--- src/rtl/kwp_pkg.sv ---
// Package for the KWP2000 frame builder: shared types and fixed constants.
// Depends on nothing; used by every other file of the block but kwp_ifs.
package kwp_pkg;

    // Fixed protocol constants.
    localparam logic [7:0] FMT_BASE    = 8'hC0;
    localparam logic [7:0] SHORT_LIMIT = 8'd64;
    localparam logic [7:0] SRC_RESET   = 8'hF1;
    localparam logic [7:0] TGT_RESET   = 8'h33;

    // Configuration register indexes.
    localparam int unsigned CFG_IDX_W = 1;
    localparam logic [CFG_IDX_W-1:0] REG_SOURCE = 1'd0;
    localparam logic [CFG_IDX_W-1:0] REG_TARGET = 1'd1;

    // One classified item as it travels from the front end to the back end.
    typedef struct packed {
        logic       first;   // opens a frame, header goes out first
        logic       close;   // last payload byte, checksum follows
        logic [7:0] len;     // payload length, meaningful when first is set
        logic [7:0] data;    // payload byte
    } item_t;

    // Address bytes used in the header.
    typedef struct packed {
        logic [7:0] source;
        logic [7:0] target;
    } addr_cfg_t;

endpackage

--- src/rtl/kwp_ifs.sv ---
// Valid/ready channel interfaces for the KWP2000 frame builder.
// Self-contained; used by the top level, the front end and the back end.
interface kwp_in_if;
    logic       valid;
    logic       ready;
    logic [7:0] data_byte;
    logic [7:0] payload_length;

    modport source (output valid, output data_byte, output payload_length, input ready);
    modport sink   (input valid, input data_byte, input payload_length, output ready);
endinterface

interface kwp_out_if;
    logic       valid;
    logic       ready;
    logic [7:0] out_byte;
    logic       frame_end;

    modport source (output valid, output out_byte, output frame_end, input ready);
    modport sink   (input valid, input out_byte, input frame_end, output ready);
endinterface

--- src/rtl/kwp_frame_builder_top.sv ---
// Top level of the KWP2000 frame builder: configuration registers and the
// front end, item queue and back end. Depends on kwp_pkg, kwp_ifs and all
// kwp_* modules.
//
// Usage: in_ch carries one payload byte per transaction; the first transaction
// of a frame also gives payload_length. out_ch carries one frame byte per
// transaction: format byte, target, source, a length byte when the length is
// 64 or more, the payload, then the checksum with frame_end set.
// A payload length of zero yields a header and checksum, its data byte unused.
// With nothing older queued, an accepted item goes into the queue, then its
// first output byte through the output register onto out_ch. The back end
// sends one byte per cycle unless out_ch stalls; a middle payload item yields
// its data byte, an opening item the header first, a closing item the checksum
// last. The front end takes one item per cycle while the queue (DEPTH entries)
// has room, so input keeps flowing while headers go out.
// When out_ch stalls, the output register holds and the queue fills, after
// which in_ch.ready drops. Reset empties the queue, closes any open frame and
// sets source to 0xF1 and target to 0x33. The cfg port writes register
// cfg_index (0 source, 1 target) with cfg_wdata when cfg_we is high.
module kwp_frame_builder_top #(
    parameter int unsigned DEPTH = 4
) (
    input  logic                          clk,
    input  logic                          rst_n,
    kwp_in_if.sink                        in_ch,
    kwp_out_if.source                     out_ch,
    input  logic                          cfg_we,
    input  logic [kwp_pkg::CFG_IDX_W-1:0] cfg_index,
    input  logic [7:0]                    cfg_wdata
);

    kwp_pkg::addr_cfg_t cfg_reg;
    kwp_pkg::item_t     push_item;
    kwp_pkg::item_t     head;
    logic               push;
    logic               pop;
    logic               full;
    logic               empty;

    // Address registers.
    always_ff @(posedge clk or negedge rst_n)
    begin
        if (!rst_n)
        begin
            cfg_reg.source <= kwp_pkg::SRC_RESET;
            cfg_reg.target <= kwp_pkg::TGT_RESET;
        end
        else if (cfg_we)
        begin
            unique case (cfg_index)
                kwp_pkg::REG_SOURCE: cfg_reg.source <= cfg_wdata;
                kwp_pkg::REG_TARGET: cfg_reg.target <= cfg_wdata;
                default: ;
            endcase
        end
    end

    kwp_front u_front (
        .clk   (clk),
        .rst_n (rst_n),
        .in_ch (in_ch),
        .full  (full),
        .push  (push),
        .item  (push_item)
    );

    kwp_fifo #(
        .DEPTH (DEPTH)
    ) u_fifo (
        .clk       (clk),
        .rst_n     (rst_n),
        .push      (push),
        .push_item (push_item),
        .pop       (pop),
        .head      (head),
        .full      (full),
        .empty     (empty)
    );

    kwp_back u_back (
        .clk    (clk),
        .rst_n  (rst_n),
        .head   (head),
        .empty  (empty),
        .cfg    (cfg_reg),
        .pop    (pop),
        .out_ch (out_ch)
    );

endmodule

--- src/rtl/kwp_front.sv ---
// Front end: accepts input transactions, tracks the open frame and classifies
// each item for the back end. Depends on kwp_pkg and kwp_in_if.
module kwp_front (
    input  logic             clk,
    input  logic             rst_n,
    kwp_in_if.sink           in_ch,
    input  logic             full,
    output logic             push,
    output kwp_pkg::item_t   item
);

    logic [7:0] bytes_left_reg;
    logic [7:0] bytes_left_next;
    logic       opens;

    // A new item is taken whenever the queue has room.
    assign in_ch.ready = !full;
    assign push        = in_ch.valid && !full;
    assign opens       = (bytes_left_reg == 8'd0);

    // Classify the item and work out the payload count still due.
    always_comb
    begin
        item.first = opens;
        item.len   = in_ch.payload_length;
        item.data  = in_ch.data_byte;
        if (opens)
        begin
            item.close      = (in_ch.payload_length == 8'd1);
            bytes_left_next = (in_ch.payload_length == 8'd0) ? 8'd0
                                                             : in_ch.payload_length - 8'd1;
        end
        else
        begin
            item.close      = (bytes_left_reg == 8'd1);
            bytes_left_next = bytes_left_reg - 8'd1;
        end
    end

    // Count of payload bytes still due in the open frame.
    always_ff @(posedge clk or negedge rst_n)
    begin
        if (!rst_n)
        begin
            bytes_left_reg <= 8'd0;
        end
        else if (push)
        begin
            bytes_left_reg <= bytes_left_next;
        end
    end

endmodule

--- src/rtl/kwp_fifo.sv ---
// Short item queue between the front end and the back end.
// Depends on kwp_pkg for the item type.
module kwp_fifo #(
    parameter int unsigned DEPTH = 4
) (
    input  logic             clk,
    input  logic             rst_n,
    input  logic             push,
    input  kwp_pkg::item_t   push_item,
    input  logic             pop,
    output kwp_pkg::item_t   head,
    output logic             full,
    output logic             empty
);

    localparam int unsigned PTR_W = $clog2(DEPTH);
    localparam int unsigned CNT_W = $clog2(DEPTH + 1);
    localparam logic [PTR_W-1:0] LAST_PTR = PTR_W'(DEPTH - 1);
    localparam logic [CNT_W-1:0] FULL_CNT = CNT_W'(DEPTH);

    kwp_pkg::item_t   mem [DEPTH];
    logic [PTR_W-1:0] wr_ptr_reg;
    logic [PTR_W-1:0] rd_ptr_reg;
    logic [CNT_W-1:0] count_reg;

    assign full  = (count_reg == FULL_CNT);
    assign empty = (count_reg == '0);
    assign head  = mem[rd_ptr_reg];

    // Storage write.
    always_ff @(posedge clk)
    begin
        if (push)
        begin
            mem[wr_ptr_reg] <= push_item;
        end
    end

    // Pointers and fill count.
    always_ff @(posedge clk or negedge rst_n)
    begin
        if (!rst_n)
        begin
            wr_ptr_reg <= '0;
            rd_ptr_reg <= '0;
            count_reg  <= '0;
        end
        else
        begin
            if (push)
            begin
                wr_ptr_reg <= (wr_ptr_reg == LAST_PTR) ? '0 : wr_ptr_reg + 1'b1;
            end
            if (pop)
            begin
                rd_ptr_reg <= (rd_ptr_reg == LAST_PTR) ? '0 : rd_ptr_reg + 1'b1;
            end
            if (push && !pop)
            begin
                count_reg <= count_reg + 1'b1;
            end
            else if (pop && !push)
            begin
                count_reg <= count_reg - 1'b1;
            end
        end
    end

    // The queue is never written when full nor read when empty.
    a_no_overflow: assert property (@(posedge clk) disable iff (!rst_n) !(push && full))
        else $error("item queue written while full");
    a_no_underflow: assert property (@(posedge clk) disable iff (!rst_n) !(pop && empty))
        else $error("item queue read while empty");

endmodule

--- src/rtl/kwp_back.sv ---
// Back end: expands each queued item into frame bytes, keeps the running
// checksum and drives the output register. Depends on kwp_pkg and kwp_out_if.
module kwp_back (
    input  logic               clk,
    input  logic               rst_n,
    input  kwp_pkg::item_t     head,
    input  logic               empty,
    input  kwp_pkg::addr_cfg_t cfg,
    output logic               pop,
    kwp_out_if.source          out_ch
);

    typedef enum logic [2:0] {
        PH_BEGIN,
        PH_FMT,
        PH_TGT,
        PH_SRC,
        PH_LEN,
        PH_DATA,
        PH_SUM
    } phase_t;

    phase_t     phase_reg;
    phase_t     phase_next;
    phase_t     cur_phase;
    logic [7:0] sum_reg;
    logic [7:0] sum_next;
    logic       out_valid_reg;
    logic [7:0] out_byte_reg;
    logic       frame_end_reg;
    logic       advance;
    logic       done;
    logic       long_len;
    logic [7:0] emit_byte;

    assign out_ch.valid     = out_valid_reg;
    assign out_ch.out_byte  = out_byte_reg;
    assign out_ch.frame_end = frame_end_reg;

    // One byte leaves whenever an item waits and the output slot is free.
    assign advance   = !empty && (!out_valid_reg || out_ch.ready);
    assign pop       = advance && done;
    assign long_len  = (head.len >= kwp_pkg::SHORT_LIMIT);
    assign cur_phase = (phase_reg == PH_BEGIN) ? (head.first ? PH_FMT : PH_DATA) : phase_reg;

    // Byte selection and the next step within the current item.
    always_comb
    begin
        emit_byte  = head.data;
        phase_next = PH_BEGIN;
        done       = 1'b0;
        unique case (cur_phase)
            PH_FMT:
            begin
                emit_byte  = long_len ? kwp_pkg::FMT_BASE
                                      : (kwp_pkg::FMT_BASE | head.len);
                phase_next = PH_TGT;
            end
            PH_TGT:
            begin
                emit_byte  = cfg.target;
                phase_next = PH_SRC;
            end
            PH_SRC:
            begin
                emit_byte  = cfg.source;
                if (long_len)
                begin
                    phase_next = PH_LEN;
                end
                else if (head.len == 8'd0)
                begin
                    phase_next = PH_SUM;
                end
                else
                begin
                    phase_next = PH_DATA;
                end
            end
            PH_LEN:
            begin
                emit_byte  = head.len;
                phase_next = PH_DATA;
            end
            PH_DATA:
            begin
                emit_byte = head.data;
                if (head.close)
                begin
                    phase_next = PH_SUM;
                end
                else
                begin
                    done = 1'b1;
                end
            end
            PH_SUM:
            begin
                emit_byte = sum_reg;
                done      = 1'b1;
            end
            default:
            begin
                emit_byte = head.data;
                done      = 1'b1;
            end
        endcase
    end

    // Running checksum: restarts on the format byte, clears after the checksum.
    always_comb
    begin
        if (cur_phase == PH_FMT)
        begin
            sum_next = emit_byte;
        end
        else if (cur_phase == PH_SUM)
        begin
            sum_next = 8'd0;
        end
        else
        begin
            sum_next = sum_reg + emit_byte;
        end
    end

    // Sequencer state and output register.
    always_ff @(posedge clk or negedge rst_n)
    begin
        if (!rst_n)
        begin
            phase_reg     <= PH_BEGIN;
            sum_reg       <= 8'd0;
            out_valid_reg <= 1'b0;
            out_byte_reg  <= 8'd0;
            frame_end_reg <= 1'b0;
        end
        else if (advance)
        begin
            phase_reg     <= done ? PH_BEGIN : phase_next;
            sum_reg       <= sum_next;
            out_valid_reg <= 1'b1;
            out_byte_reg  <= emit_byte;
            frame_end_reg <= (cur_phase == PH_SUM);
        end
        else if (out_ch.ready)
        begin
            out_valid_reg <= 1'b0;
        end
    end

    // An item in progress stays at the head of the queue until it is finished.
    a_head_held: assert property (@(posedge clk) disable iff (!rst_n)
        (phase_reg != PH_BEGIN) |-> !empty)
        else $error("item left the queue before its bytes were sent");

    // A frame end follows a checksum step and leaves the sum cleared; checked where out_valid_reg rises.
    a_sum_cleared: assert property (@(posedge clk) disable iff (!rst_n)
        $rose(out_valid_reg) && frame_end_reg |-> (sum_reg == 8'd0))
        else $error("checksum not cleared after frame end");

endmodule
--- src/flat_wrapper.sv ---
// flat-port wrapper written by rule: the top's interface ports become plain ports
module kwp_frame_builder_top_flat 
#(
    parameter int unsigned DEPTH = 4
)
  (clk, rst_n, cfg_we, cfg_index, cfg_wdata, in_ch_valid, in_ch_data_byte, in_ch_payload_length, in_ch_ready, out_ch_valid, out_ch_out_byte, out_ch_frame_end, out_ch_ready);
  kwp_in_if in_ch_i ();
  kwp_out_if out_ch_i ();
  input  logic clk;
  input  logic rst_n;
  input  logic cfg_we;
  input  logic [kwp_pkg::CFG_IDX_W-1:0] cfg_index;
  input  logic [7:0] cfg_wdata;
  input wire logic [$bits(in_ch_i.valid)-1:0] in_ch_valid;
  input wire logic [$bits(in_ch_i.data_byte)-1:0] in_ch_data_byte;
  input wire logic [$bits(in_ch_i.payload_length)-1:0] in_ch_payload_length;
  output wire logic [$bits(in_ch_i.ready)-1:0] in_ch_ready;
  output wire logic [$bits(out_ch_i.valid)-1:0] out_ch_valid;
  output wire logic [$bits(out_ch_i.out_byte)-1:0] out_ch_out_byte;
  output wire logic [$bits(out_ch_i.frame_end)-1:0] out_ch_frame_end;
  input wire logic [$bits(out_ch_i.ready)-1:0] out_ch_ready;
  assign in_ch_i.valid = in_ch_valid;
  assign in_ch_i.data_byte = in_ch_data_byte;
  assign in_ch_i.payload_length = in_ch_payload_length;
  assign in_ch_ready = in_ch_i.ready;
  assign out_ch_valid = out_ch_i.valid;
  assign out_ch_out_byte = out_ch_i.out_byte;
  assign out_ch_frame_end = out_ch_i.frame_end;
  assign out_ch_i.ready = out_ch_ready;
  kwp_frame_builder_top #(.DEPTH(DEPTH)) u_core (.clk(clk), .rst_n(rst_n), .in_ch(in_ch_i), .out_ch(out_ch_i), .cfg_we(cfg_we), .cfg_index(cfg_index), .cfg_wdata(cfg_wdata));
endmodule
--- config.mk ---
export PLATFORM = sky130hd
export DESIGN_NAME = kwp_frame_builder_top_flat
export DESIGN_NICKNAME = d
export VERILOG_FILES = /design/src/rtl/kwp_pkg.sv /design/src/rtl/kwp_ifs.sv /design/src/rtl/kwp_frame_builder_top.sv /design/src/rtl/kwp_front.sv /design/src/rtl/kwp_fifo.sv /design/src/rtl/kwp_back.sv /design/src/flat_wrapper.sv
export SDC_FILE = /design/constraint.sdc
export NUM_CORES = 1
export LEC_CHECK = 0
export BUFFER_PORTS_ARGS = -buffer_cell sky130_fd_sc_hd__buf_2
export CORE_MARGIN = 3
export CORE_UTILIZATION = 45
export DETAILED_ROUTE_END_ITERATION = 16
export GPL_TIMING_DRIVEN = 0
export PLACE_DENSITY_LB_ADDON = 0.15
export SYNTH_ARGS = -nofsm -noshare
export SYNTH_HDL_FRONTEND = slang
export SYNTH_SLANG_ARGS = --single-unit
--- constraint.sdc ---
create_clock -name clk -period 4 [get_ports clk]
set_input_delay 0.4 -clock clk [delete_from_list [all_inputs] [get_ports clk]]
set_output_delay 0.4 -clock clk [all_outputs]
set_load 0.005 [all_outputs]
==> results.tsv <==
stage	metric	value	unit
status	run status	finished, final reports clean	
sta	hold_ws	0.197	ns
detailed_routing	WL final	13.1	mm
yosys	Syn Area/Cell	12.9	µm²
detailed_routing	DR pass1 iterations	4	
clock_network	Num CTS Buffers	17	
detailed_routing	Vias/cell	5.58	
power	leakage power	2.78	nW
layout	Nets	573	
setup_path	CP endpoint kind	register	
global_route	Total Routing Usage GR	19.0	%
clock_network	cts hold-fix bufs	0	
layout	area growth from synthesis to layout	18.0	%
clock_network	CTS tree	built	
place	Detail Placement HPWL	9.18	mm
clock_network	root buf cell	clkbuf_16	
clock_network	Clock Latency Late Sink	0.42	ns
yosys	EDFF count, synth	72	
global_route	pin count of the biggest net entering global routing	53	
floorplanning	Core Footprint	0.0128	mm²
floorplanning	Die Y	121	µm
power	PwrDens	851	mW/mm²
layout	most frequent cells in the layout	72 x edfxtp_1, 45 x buf_2, 44 x nand2_1	
sta	Slew @ Worst Pin	1.21	ns
yosys	Yosys warnings	0	
setup_path	Worst R2R End	u_core.u_back.sum_reg[7]$_DFFE_PN0P_	
sta	RSZ-0062 raised after global routing	no	
hold_path	Hold Crit Class	in -> reg	
run	Max-Cap Viols	0	
global_route	total gr overflow	0	
detailed_routing	post-route ant nets	0	
sta	final worst-path cycle share	94.1	%
setup_path	cell count of the worst reg-to-reg path	13	
sta	final setup vio count	0	
floorplanning	FP Rows	41	
floorplanning	I/O pin total	41	
detailed_routing	DR vias	3942	
hold_path	hold_sp	in_ch_data_byte[6]	
layout	layout filler cell count	1068	
place	# port buffers	40	
sta	clock skew	0.00838	ns
yosys	Synth Net Count	512	
hold_path	Worst Hold End	u_core.u_fifo.mem[3][6]$_DFFE_PP_	
floorplanning	Initial Utilization	46.7	%
setup_path	R2R Path Start	u_core.u_fifo.rd_ptr_reg[0]$_DFFE_PN0P_	
detailed_routing	Remaining DRCs	0	
power	peak supply drop	0.417	mV
layout	share of layout cells above drive strength 1	25.2	%
yosys	Synth area leader	edfxtp_1	
sta	TNS Setup	0	ns
sta	min Tclk post-route	3.76	ns
detailed_routing	DR WL/cell	18.6	µm
yosys	top cells by area, synth	edfxtp_1 36%, dfrtp_1 18%, mux4_2 7.2%, ha_1 4.0%, dfstp_2 4.0%	
place	GPL Wtd Cong	0.923	
yosys	Yosys top cell area share	36.3	%
clock_network	clk slew on worst S/H paths	0.06	ns
global_route	antenna violations before repair	0	
setup_path	Critical Path RT	4.34	ns
global_route	vias in the first global route	4032	
yosys	register bit count reported by yosys	124	
hold_path	hold-critical path depth	1	
global_route	first-pass GRT wire length	21.0	mm
yosys	Synth Flop Type	edfxtp_1	
place	placed cell areas	0.00638	mm²
floorplanning	Die X-Extent	121	µm
sta	f_max	0.266	GHz
yosys	Synth cell types	51	
setup_path	Critical Path Source Type	register	
yosys	cells after synthesis	461	
setup_path	Worst Path Max Fanout	10	
layout	Largest register FFs	72	
layout	commonest non-fill, non-tap cell in the layout	edfxtp_1	
yosys	sequential area share after synthesis	58.3	%
layout	fin area	0.00704	mm²
clock_network	clk sinks	124	
layout	# diodes	0	
setup_path	CP Data Arrival Time	4.11	ns
yosys	mapped cell area	0.00596	mm²
detailed_routing	Iter 0 DRT Violations	218	
setup_path	kind of critical path	reg -> reg	
layout	post-layout util	55.1	%
sta	Slew Viols, Final	0	
yosys	async set-or-reset flop fraction in the synthesized netlist	41.9	%
clock_network	H-tree depth	4	
setup_path	Register-to-Register Setup Slack	0.24	ns
clock_network	Clock Tree Buf Depth	2	
sta	final hold vios	0	
sta	worst rel slew slack	19.3	%
floorplanning	Die ar.	0.0147	mm²
==> per-layer routing <==
metal | GRT usage, % | share of wire [%] | up-vias
li1 | - | - | 1862
met1 | 23.8 | 44 | 1984
met2 | 32.4 | 52 | 83
met3 | 4.80 | 3.2 | 13
met4 | 6.23 | 1.3 | 0
met5 | 0 | 0 | -
==> timing repair <==
| item | in CTS | in global routing |
|---|---|---|
| buffers inserted | 0 | 2 |
| hold endpoints to repair | 0 | 0 |
| pin swaps | 0 | 1 |
| setup endpoints to repair | 2 | 2 |
| resized for setup | 6 | 3 |
==> cell type report <==
cell class	count	area (µm²)	area share, %
clock buffers	19	433	6.15
inverters	25	93.8	1.33
plain buffers	19	98.8	1.40
repair buffers	42	215	3.06
clock inverters	13	169	2.40
well taps	172	215	3.06
multi-input cells	293	2340	33.2
flip-flops and latches	124	3470	49.4
==> cell families after synthesis <==
group                    after synthesis  synth area share (%)
flip-flops                           124                  58.3
AND/OR/NAND/NOR                      122                  9.74
AO/OA/AOI/OAI                         87                  9.57
multiplexers                          49                  12.6
buffers and inverters                 44                  3.08
adder cells (fa/ha/maj)               21                  4.66
XOR/XNOR                              14                  2.06
==> metrics by stage <==
stage | setup slack (ns) | total power, mW | cells
global route | 0.00524 | 6.38 | 707
CTS | 0.0624 | 5.98 | 705
global placement | -0.173 | 4.30 | 673
finish | 0.236 | 5.99 | 707
detailed placement | -0.257 | 4.37 | 673
floorplan | 0.606 | 3.69 | 461
==> power by group <==
group	internal [mW]	switching (mW)
logic	1.07	1.42
clock network	0.984	0.572
registers	1.74	0.205
total	3.80	2.19
==> synthesized netlist by cell type (11+ instances only) <==
master     n
nor2_1    22
dfrtp_1   43
edfxtp_1  72
nand2_1   44
mux4_2    19
inv_1     25
ha_1      19
nand3_1   11
a21oi_1   12
mux2_2    20
o21ai_0   29
==> worst max-delay path, stage by stage (launching register included) <==
cell      delay (ns)
dfrtp_1         0.37
buf_6           0.14
buf_4           0.24
mux4_2          0.58
a22o_1          0.31
a221oi_2        0.49
inv_1           0.10
ha_1            0.34
nand3_1         0.10
o211ai_1        0.14
o41ai_2         0.32
nor3_1          0.10
or3_1           0.37
nand3_1         0.09
==> how the worst max path moves through the flow <==
stage | cells past startpoint | end | slack (ns) | start
2_1_floorplan | 14 | u_core.u_back.sum_reg[7]$_DFFE_PN0P_ | 0.61 | u_core.u_fifo.rd_ptr_reg[0]$_DFFE_PN0P_
3_3_place_gp | 14 | u_core.u_back.sum_reg[7]$_DFFE_PN0P_ | -0.17 | u_core.u_fifo.rd_ptr_reg[0]$_DFFE_PN0P_
3_5_place_dp | 13 | u_core.u_back.sum_reg[7]$_DFFE_PN0P_ | -0.26 | u_core.u_fifo.rd_ptr_reg[1]$_DFFE_PN0P_
4_1_cts | 14 | u_core.u_back.sum_reg[7]$_DFFE_PN0P_ | 0.06 | u_core.u_fifo.rd_ptr_reg[0]$_DFFE_PN0P_
5_1_grt | 13 | u_core.u_back.sum_reg[7]$_DFFE_PN0P_ | 0.005 | u_core.u_fifo.rd_ptr_reg[0]$_DFFE_PN0P_
6_report | 13 | u_core.u_back.sum_reg[7]$_DFFE_PN0P_ | 0.24 | u_core.u_fifo.rd_ptr_reg[0]$_DFFE_PN0P_
Power figures use the tool's default switching activity.
